## src/hdl/vfc_pkg.sv

```systemverilog
// shared types and constants for the voxel face culler
// no dependencies; used by vfc_ctrl, vfc_dpath and voxel_face_culler_core
`default_nettype none

package vfc_pkg;

   localparam int COORD_W = 5;
   localparam int EXT_W   = 7;
   localparam int THR_W   = 5;
   localparam int MASK_W  = 6;
   localparam int MAT_W   = 2;
   localparam int CSR_IDX_W = 2;

   localparam logic [CSR_IDX_W-1:0] CSR_WATER_TOP = 2'd0;
   localparam logic [CSR_IDX_W-1:0] CSR_GRASS_TOP = 2'd1;
   localparam logic [CSR_IDX_W-1:0] CSR_DIRT_TOP  = 2'd2;

   localparam logic [THR_W-1:0] WATER_TOP_RST = 5'd10;
   localparam logic [THR_W-1:0] GRASS_TOP_RST = 5'd13;
   localparam logic [THR_W-1:0] DIRT_TOP_RST  = 5'd20;

   localparam logic [MAT_W-1:0] MAT_DIRT  = 2'd0;
   localparam logic [MAT_W-1:0] MAT_WATER = 2'd1;
   localparam logic [MAT_W-1:0] MAT_GRASS = 2'd2;
   localparam logic [MAT_W-1:0] MAT_SNOW  = 2'd3;

   localparam logic MODE_WRITE = 1'b0;
   localparam logic MODE_QUERY = 1'b1;

   // which row of the store a read fetches
   typedef enum logic [2:0] {
      ROW_CENTER = 3'd0,
      ROW_YM     = 3'd1,
      ROW_YP     = 3'd2,
      ROW_ZM     = 3'd3,
      ROW_ZP     = 3'd4
   } vfc_row_type;

   typedef struct packed {
      logic        load_req;
      logic        clr_step;
      logic        rd_en;
      vfc_row_type rd_sel;
      logic        wr_back;
      logic        load_rsp;
   } vfc_cmd_type;

   typedef struct packed {
      logic clr_last;
      logic rsp_free;
   } vfc_sts_type;

endpackage

`default_nettype wire

```

## src/hdl/vfc_ctrl.sv

```systemverilog
// sequencer for the voxel face culler: clear pass, write and query sequences
// depends on vfc_pkg
`default_nettype none

module vfc_ctrl (
   input  wire logic                 clock,
   input  wire logic                 reset,
   input  wire logic                 req_valid,
   input  wire logic                 req_mode,
   output logic                      req_stall,
   output vfc_pkg::vfc_cmd_type      cmd,
   input  wire vfc_pkg::vfc_sts_type sts
);
   import vfc_pkg::*;

   typedef enum logic [6:0] {
      ST_CLEAR = 7'b0000001,
      ST_IDLE  = 7'b0000010,
      ST_WR_RD = 7'b0000100,
      ST_WR_WB = 7'b0001000,
      ST_Q_RD  = 7'b0010000,
      ST_Q_CAP = 7'b0100000,
      ST_Q_FIN = 7'b1000000
   } vfc_state_type;

   vfc_state_type state_ff, state_in;
   vfc_row_type   sel_ff, sel_in;

   always_ff @(posedge clock) begin
      if (reset) begin
         state_ff <= ST_CLEAR;
         sel_ff   <= ROW_CENTER;
      end else begin
         state_ff <= state_in;
         sel_ff   <= sel_in;
      end
   end

   always_comb begin
      state_in     = state_ff;
      sel_in       = sel_ff;
      cmd          = '0;
      cmd.rd_sel   = ROW_CENTER;
      req_stall    = 1'b1;
      unique case (state_ff)
         ST_CLEAR: begin
            cmd.clr_step = 1'b1;
            if (sts.clr_last) begin
               state_in = ST_IDLE;
            end
         end
         ST_IDLE: begin
            req_stall = 1'b0;
            sel_in    = ROW_CENTER;
            if (req_valid) begin
               cmd.load_req = 1'b1;
               state_in     = (req_mode == MODE_QUERY) ? ST_Q_RD : ST_WR_RD;
            end
         end
         ST_WR_RD: begin
            cmd.rd_en = 1'b1;
            state_in  = ST_WR_WB;
         end
         ST_WR_WB: begin
            cmd.wr_back = 1'b1;
            state_in    = ST_IDLE;
         end
         ST_Q_RD: begin
            cmd.rd_en  = 1'b1;
            cmd.rd_sel = sel_ff;
            unique case (sel_ff)
               ROW_CENTER: sel_in = ROW_YM;
               ROW_YM:     sel_in = ROW_YP;
               ROW_YP:     sel_in = ROW_ZM;
               ROW_ZM:     sel_in = ROW_ZP;
               default: begin
                  sel_in   = ROW_CENTER;
                  state_in = ST_Q_CAP;
               end
            endcase
         end
         ST_Q_CAP: begin
            state_in = ST_Q_FIN;
         end
         ST_Q_FIN: begin
            if (sts.rsp_free) begin
               cmd.load_rsp = 1'b1;
               state_in     = ST_IDLE;
            end
         end
         default: begin
            state_in = ST_IDLE;
         end
      endcase
   end

endmodule

`default_nettype wire

```

## config.mk

```make
export PLATFORM = sky130hd
export DESIGN_NAME = vfc_ctrl
export DESIGN_NICKNAME = d
export VERILOG_FILES = /design/src/hdl/vfc_pkg.sv /design/src/hdl/vfc_ctrl.sv
export SDC_FILE = /design/constraint.sdc
export NUM_CORES = 1
export LEC_CHECK = 0
export BUFFER_PORTS_ARGS = -buffer_cell sky130_fd_sc_hd__buf_2
export CAP_MARGIN = 40
export CORE_AREA = 3 3 40 42
export DETAILED_ROUTE_END_ITERATION = 10
export DIE_AREA = 0 0 43 45
export PLACE_DENSITY = 0.65
export SLEW_MARGIN = 20
export SYNTH_ARGS = -nofsm -noshare
export SYNTH_HDL_FRONTEND = slang
export SYNTH_SLANG_ARGS = --single-unit
```

## constraint.sdc

```tcl
create_clock -name clock -period 3 [get_ports clock]
set_input_delay 0.6 -clock clock [delete_from_list [all_inputs] [get_ports clock]]
set_output_delay 0.6 -clock clock [all_outputs]
set_load 0.01 [all_outputs]
```

Word level (Yosys, flattened, before mapping)
Cells that the tools add are included.

cells by class
  eq/ne operators = 14
  mux-type cells = 17
  reduce and logical (&&, ||, !) cells = 5

operators with widths
  kind                  count
  $pmux W7 S6           1
  $mux W7               4
  $pmux W3 S4           1
  $mux W1               8
  $ne A2 B2 Y1 const B  4
  $eq A7 B1 Y1 const B  1
  $eq A7 B2 Y1 const B  1
  $eq A7 B3 Y1 const B  1
  $eq A7 B4 Y1 const B  1
  $eq A7 B5 Y1 const B  1
  $eq A7 B6 Y1 const B  1
  $eq A7 B7 Y1 const B  1
  $eq A3 B2 Y1 const B  2
  $pmux W3 S2           1
  $mux W5               1
  $reduce_and A4 Y1     1
  $reduce_or A4 Y1      1
  $eq A3 B1 Y1 const B  1
  $logic_not A3 Y1      1
  $mux W3               1
  $reduce_bool A2 Y1    1
  $reduce_or A2 Y1      1

storage, ports and cells
  flip-flop bits (word level) = 10
  input bits = 6
  output and inout port bits = 9
  logic and storage cells = 38

Depth between registers and ports, before layout
Gate-level depths: netlist of the first run.

  depth in word-level cells = 4
  gate-level depth with buffers = 6
  mapped depth without buffers = 5

Least setup slack after synthesis of the first run
OpenSTA, ideal clock, no wires.

  kind = reg-to-output
  start = register state_ff[4]
  end = output port cmd[5] (netlist bit)
  arrival time = 1490 ps
  data required time = 2400 ps
  path slack = 910 ps
  stages on the path, launching flop included = 5
  buffers on the path = 1
  cells stage by stage = dfxtp_1 > buf_6 > or4_4 > or4_4 > nand2_1

RTL lines
  item                    RTL line        text
  start, declared         vfc_ctrl.sv:26  vfc_state_type state_ff, state_in;
  start signal, assigned  vfc_ctrl.sv:34  state_ff <= state_in;
  end, declared           vfc_ctrl.sv:11  output vfc_pkg::vfc_cmd_type cmd,

==> results_dict.tcl, run 1 <==
set metrics [dict create \
    synth_fp_nets 77 \
    avg_wl_per_cell_um 11.1 \
    worst_hold_startpoint "sel_ff[1]$_SDFFE_PP0P_" \
    critical_path.max_fanout 9 \
    cts_inserted_buffers 3 \
    crit_arrival_ns 1.88 \
    post-route-drc-count 0 \
    fin_ws_ns 0.519 \
    synth-seq-area-share_pct 36.4 \
    number_of_antenna_repair_diodes 0 \
    power_frac_comb_pct 17.7 \
    synth_area_per_cell_um2 7.74 \
    buffer_ports.inserted 14 \
    clock_skew_ns 0.000958 \
    maxcap_violations 0 \
    die_w_um 43 \
    max_slew.worst_pin.slew_ns 0.473 \
    cp.required_ns 2.40 \
    crit_path_from "state_ff[4]$_SDFFE_PP0P_" \
    rsz0062_at_grt "false" \
    power_frac_clock_pct 31.6 \
    core-area_mm2 0.00128 \
    hold_viol 0 \
    dieArea_mm2 0.00194 \
    worst_setup_hold_path_clk_slew_ns 0.06 \
    crit-reg2reg-launch "state_ff[2]$_SDFFE_PP0P_" \
    max-vdd-ir-drop_mv 0.268 \
    drive_gt1_share_pct 25.6 \
    synthesized_area_um2 549 \
    power.density_cell_area_mw_per_mm2 442 \
    leakage_nw 0.293 \
    grt_antenna_before_repair 0 \
    num_io_pins 15 \
    ctsRootBufferMaster "sky130_fd_sc_hd__clkbuf_4" \
    cts_resized 0 \
    drt_pass1_iterations 4 \
    timing.fmax_mhz 403 \
    antenna_violating_nets_post_route 0 \
    final_cell_mix "sky130_fd_sc_hd__buf_2 (14), sky130_fd_sc_hd__nor2_1 (11), sky130_fd_sc_hd__dfxtp_1 (10)" \
    worst_slew_margin_rel_pct 68.5 \
    finalSetupTns_ns 0 \
    gr-total-overflow 0 \
    place_ws_ns 0.806 \
    worst_hold_check_path_type "flop to flop" \
    final_min_period_over_clock_period_pct 82.7 \
    drt-vias-per-instance 4.99 \
    setup_viol 0 \
    holdBufCountCts 0 \
    cts.sink_count 10 \
    grt_start_max_net_pins 10 \
    synthCells 71 \
    grt_util_all_layers_pct 13.9 \
    report.power.total_mw 0.285 \
    cts_tree "built" \
    result_of_the_run "completed" \
    clkLatencyLatePin_ns 0.26 \
    routed_wirelength_mm 1.13 \
    synth_seq_cells 10 \
    grt_first_pass_wirelength_mm 2.00 \
    n_fill_cell 116 \
    synth.distinct_cells 27 \
    ys.warnings.count 0 \
    timing_worst_setup_path_type "flop to primary output" \
    power_frac_seq_pct 50.7 \
    cp-end-kind "primary output" \
    initial_utilization_pct 42.7 \
    dieHeight_um 45 \
    post-cts-setup-buffer-count 0 \
    power.net_switching_mw 0.0790 \
    nets 94 \
    first_iter_violations 5 \
    layout_commonest_cell "sky130_fd_sc_hd__buf_2" \
    gp_congestion 0.842 \
    placementRows 13 \
    clock_tree.htree_level_count 1 \
    cellInternalPower_mw 0.206 \
    setup.worst_path.start_class "flop" \
    final-max-slew-violation-count 0 \
    layout_min_cycle_time_ns 2.48 \
    clock_buffer_depth 2 \
    area.growth.synth_to_final_pct 17.3 \
    via_count 504 \
    number_of_global_route_vias_before_repair 489 \
    power.switching_fraction_pct 27.8 \
    detailedPlacementHpwl_um 894 \
]
## power by group through the flow
| stage | Sequential, mW | Clock [mW] | Combinational, mW |
|---|---|---|---|
| finish | 0.144 | 0.0899 | 0.0503 |
| global route | 0.145 | 0.0984 | 0.0564 |
| global placement | 0.147 | 0 | 0.0507 |
| floorplan | 0.145 | 0 | 0.0368 |
| detailed placement | 0.147 | 0 | 0.0503 |
| CTS | 0.144 | 0.0907 | 0.0507 |
## per-layer routing
layer | share of wire, % | up-vias | track usage [%]
li1 | - | 278 | -
met1 | 50 | 212 | 17.3
met2 | 45 | 10 | 22.2
met3 | 3.2 | 4 | 3.59
met4 | 2.1 | 0 | 7.23
met5 | 0 | - | 0
## state kept, by name, summed over array words and instances, names as in the netlist
signal and count:
state_ff 7, sel_ff 3
## critical path: stages, from the launching register on
cell,delay (ns)
sky130_fd_sc_hd__dfxtp_1,0.39
sky130_fd_sc_hd__or4_4,0.58
sky130_fd_sc_hd__or4_4,0.44
sky130_fd_sc_hd__nand2_1,0.08
sky130_fd_sc_hd__buf_2,0.13
## cells by family after synthesis
logic type	count (synthesis)	share of synthesized area, %
buf+inv	6	5.69
flops	10	36.4
xor+xnor	2	3.19
compound gates	11	12.1
simple gates	42	42.6
## final timing paths
kind                               to  slack (ns)  cells after the start
min reg2reg    sel_ff[1]$_SDFFE_PP0P_        0.51                      2
min            sel_ff[1]$_SDFFE_PP0P_        0.51                      2
max reg2reg  state_ff[2]$_SDFFE_PP0P_        1.33                      5
max                            cmd[5]        0.52                      4
## synth_stat cells, drive strengths merged
library cell,number,area (µm²)
nor3,4,25.0
and4b,1,11.3
nor3b,1,7.51
o22ai,1,6.26
nor4b,1,8.76
a21oi,6,30.0
or3,1,6.26
nand3b,2,15.0
nor2,12,47.6
dfxtp,10,200
nor2b,1,6.26
o21ai,1,5.00
inv,4,15.0
buf,2,16.3
a32oi,1,8.76
xor2,2,17.5
o31ai,1,7.51
nand2b,2,12.5
nand3,2,10.0
a2bb2oi,1,8.76
and2,3,18.8
or4,2,22.5
nand2,9,33.8
nand4b,1,8.76
## area by class of cell
cell class / instances / area (µm²) / share of cell area (%)
clock buffer: 3 / 22.5 / 3.50
inverter: 4 / 15.0 / 2.33
multi-input combinational: 55 / 318 / 49.3
sequential: 10 / 200 / 31.1
tap: 15 / 18.8 / 2.91
timing repair buffer: 14 / 70.1 / 10.9
## stage by stage
stage               instances  util [%]  cell area (µm²)  hold WS, ns
finish                    101      50.1              644        0.510
global route              101      50.1              644        0.523
CTS                       101      50.1              644        0.508
detailed placement         98      48.4              622        0.508
global placement           98      48.4              622        0.491
floorplan                  71         -              549        0.465
No activity file was read; power rests on OpenSTA's default activity.
==> run 2: changes to the inputs <==
--- a/config.mk
+++ b/config.mk
@@ -5,12 +5,13 @@
 export SDC_FILE = /design/constraint.sdc
 export NUM_CORES = 1
 export LEC_CHECK = 0
+export ABC_AREA = 1
 export BUFFER_PORTS_ARGS = -buffer_cell sky130_fd_sc_hd__buf_2
 export CAP_MARGIN = 40
-export CORE_AREA = 3 3 40 42
+export CORE_MARGIN = 3
+export CORE_UTILIZATION = 45
 export DETAILED_ROUTE_END_ITERATION = 10
-export DIE_AREA = 0 0 43 45
-export PLACE_DENSITY = 0.65
+export PLACE_DENSITY = 0.72
 export SLEW_MARGIN = 20
 export SYNTH_ARGS = -nofsm -noshare
 export SYNTH_HDL_FRONTEND = slang
==> constraint.sdc (replaced) <==
create_clock -name clock -period 2.05 [get_ports clock]
set_input_delay 0.41 -clock clock [delete_from_list [all_inputs] [get_ports clock]]
set_output_delay 0.41 -clock clock [all_outputs]
set_load 0.01 [all_outputs]
==> run 2 against run 1 <==
Net effect:
- critical path depth up 2
- combinational power rose to 2.9 times the previous value
- non-clock buffer count stayed put
- sequential share of layout area down 3.7 points
- sequential power grew 49%
- total power rose by 89%
- cell count increased by 16%
- largest power group unchanged
==> results_dict.tcl, run 2 <==
set metrics [dict create \
    result_of_the_run "completed" \
    synth_enable_flop_cells 0 \
    main_combinational_cell_family_by_area_after_synthesis "simple AND/OR/NAND/NOR gates" \
    clock_skew_ns 0.00144 \
    crit_path_end "cmd[1]" \
    number_of_antenna_repair_diodes 0 \
    largest_register_ff_count 7 \
    layout_commonest_cell "sky130_fd_sc_hd__buf_2" \
    yosys.area_share.simple_pct 48.5 \
    initial_utilization_pct 51.2 \
    fin_ws_ns 0.329 \
    report.power.total_mw 0.538 \
    layout_min_cycle_time_ns 1.72 \
    hold_viol 0 \
    largest_reg_by_ff_count "state_ff" \
    synthesized_area_um2 607 \
    drt_pass1_iterations 3 \
    num_io_pins 15 \
    core-area_mm2 0.00119 \
    post_synth_mux_area_share_pct 0 \
    antenna_violating_nets_post_route 0 \
    post-cts-setup-buffer-count 0 \
    grt_start_max_net_pins 9 \
    n_fill_cell 125 \
    finalSetupTns_ns 0 \
    timing_worst_setup_path_type "flop to primary output" \
    final_cell_mix "sky130_fd_sc_hd__buf_2 (14), sky130_fd_sc_hd__inv_1 (11), sky130_fd_sc_hd__dfxtp_1 (10)" \
    worst_hold_check_path_type "primary input to flop" \
    power.density_cell_area_mw_per_mm2 736 \
    synth_compound_area_share_pct 8.04 \
    cts_resized 0 \
    power.net_switching_mw 0.170 \
    r2r_slack_ns 0.88 \
    final-max-slew-violation-count 0 \
    routed-wl-met3_um 67 \
    placementRows 12 \
    ctsRootBufferMaster "sky130_fd_sc_hd__clkbuf_4" \
    first_iter_violations 1 \
    die_w_um 42.7 \
    buffer_ports.inserted 14 \
    max_slew.worst_pin.slew_ns 0.227 \
    place_ws_ns 0.619 \
    power_frac_comb_pct 27.3 \
    ys.warnings.count 0 \
    via_count 558 \
    clkLatencyLatePin_ns 0.26 \
    synth-seq-area-share_pct 33.0 \
    cp-end-kind "primary output" \
    power.switching_fraction_pct 31.6 \
    final_min_period_over_clock_period_pct 84.0 \
    worst_setup_hold_path_clk_slew_ns 0.07 \
    adder_and_majority_gate_portion_of_the_synthesized_area_pct 0 \
    drt-vias-per-instance 4.77 \
    synth.distinct_cells 20 \
    synth_area_per_cell_um2 7.14 \
    routed.top_layer "met3" \
    detailedPlacementHpwl_um 935 \
    ys_top_cells_by_count "sky130_fd_sc_hd__inv_1 (11), sky130_fd_sc_hd__dfxtp_1 (10), sky130_fd_sc_hd__nor2_1 (9)" \
    max-vdd-ir-drop_mv 0.350 \
    clock_buffer_depth 2 \
    dieHeight_um 42.7 \
    post_synth_xor_area_fraction_pct 0 \
    avg_wl_per_cell_um 9.60 \
    rsz0062_at_grt "false" \
    synthCells 85 \
    worst_slew_margin_rel_pct 84.7 \
    setup.worst_path.start_class "flop" \
    leakage_nw 0.374 \
    rr_worst_depth 8 \
    timing.fmax_mhz 581 \
    cp.required_ns 1.64 \
    synth_ff_type "sky130_fd_sc_hd__dfxtp_1" \
    post-route-drc-count 0 \
    cellInternalPower_mw 0.368 \
    power_frac_seq_pct 39.8 \
    clock_tree.htree_level_count 1 \
    synth_seq_cells 10 \
    cts_tree "built" \
    grt_antenna_before_repair 0 \
    maxcap_violations 0 \
    setup_viol 0 \
    grt_first_pass_wirelength_mm 1.97 \
    crit-reg2reg-launch "state_ff[4]$_SDFFE_PP0P_" \
    regToRegEndpoint "state_ff[4]$_SDFFE_PP0P_" \
    power_frac_clock_pct 32.9 \
    synth-async-reset-ratio_pct 0 \
    nets 110 \
    met1_length_um 519 \
    gr-total-overflow 0 \
    post-synth-top-area-fraction_pct 33.0 \
    synth_most_common_cell "sky130_fd_sc_hd__inv_1" \
    dieArea_mm2 0.00183 \
    holdBufCountCts 0 \
    met2RoutedLength_um 536 \
    area.growth.synth_to_final_pct 20.4 \
    crit_arrival_ns 1.31 \
    critical_path.max_fanout 5 \
    netlist_top_cells_area "sky130_fd_sc_hd__dfxtp_1 (33%), sky130_fd_sc_hd__nand2_2 (7.2%), sky130_fd_sc_hd__inv_1 (6.8%), sky130_fd_sc_hd__nor2_1 (5.6%), sky130_fd_sc_hd__nor2_4 (5.6%)" \
    cts.sink_count 10 \
    cts_inserted_buffers 3 \
    gp_congestion 0.830 \
    crit_path_from "state_ff[4]$_SDFFE_PP0P_" \
    post-synth-top-area-cell "sky130_fd_sc_hd__dfxtp_1" \
    top_regs "state_ff: 7 flops, sel_ff: 3 flops" \
    routed_wirelength_mm 1.12 \
    number_of_global_route_vias_before_repair 507 \
    synth_fp_nets 91 \
    grt_util_all_layers_pct 14.0 \
    drive_gt1_share_pct 41.7 \
]
run 2: critical path: stages (launching register included):
cell and delay (ns):
sky130_fd_sc_hd__dfxtp_1 0.34, sky130_fd_sc_hd__inv_2 0.06, sky130_fd_sc_hd__nand2_2 0.06, sky130_fd_sc_hd__nor2_4 0.17
sky130_fd_sc_hd__inv_1 0.08, sky130_fd_sc_hd__nor4_1 0.16, sky130_fd_sc_hd__buf_2 0.17
run 2: how the worst min path moves through the flow:
stage                           startpoint                  endpoint  slack [ns]  depth (start not counted)
floorplan           sel_ff[0]$_SDFFE_PP0P_    sel_ff[0]$_SDFFE_PP0P_        0.45                          1
global placement    sel_ff[2]$_SDFFE_PP0P_    sel_ff[2]$_SDFFE_PP0P_        0.48                          2
detailed placement  sel_ff[2]$_SDFFE_PP0P_    sel_ff[2]$_SDFFE_PP0P_        0.48                          2
CTS                                  reset  state_ff[1]$_SDFFE_PP0P_        0.35                          2
global route                         reset  state_ff[1]$_SDFFE_PP0P_        0.36                          2
finish                               reset  state_ff[1]$_SDFFE_PP0P_        0.36                          2
run 2: logic make-up after synthesis:
logic type,after synthesis
simple gates,49
buf+inv,17
flops,10
compound gates,9
run 2: per-stage QoR:
stage,hold slack (ns),instance area (µm²),util (%),cells
3_5_place_dp,0.482,694,58.5,113
2_1_floorplan,0.455,607,-,85
5_1_grt,0.364,731,61.6,117
3_3_place_gp,0.477,694,58.5,113
4_1_cts,0.352,731,61.6,117
6_report,0.360,731,61.6,117
run 2: layout make-up:
type                       instances  area, µm²  area share [%]
tap                               14       17.5            2.40
multi-input combinational         58        343            46.9
timing repair buffer              14       70.1            9.59
clock buffer                       4       36.3            4.97
sequential                        10        200            27.4
inverter                          17       63.8            8.73
run 2: power groups by stage:
stage	Clock (mW)	Sequential, mW	Combinational [mW]
3_5_place_dp	0	0.218	0.148
5_1_grt	0.191	0.216	0.166
3_3_place_gp	0	0.218	0.147
2_1_floorplan	0	0.217	0.117
6_report	0.177	0.214	0.147
4_1_cts	0.182	0.214	0.149
run 2: routing by layer:
layer	track usage, %	vias up
met1	16.4	239
li1	-	306
met5	0	-
met3	3.81	0
met4	5.59	0
met2	23.7	13
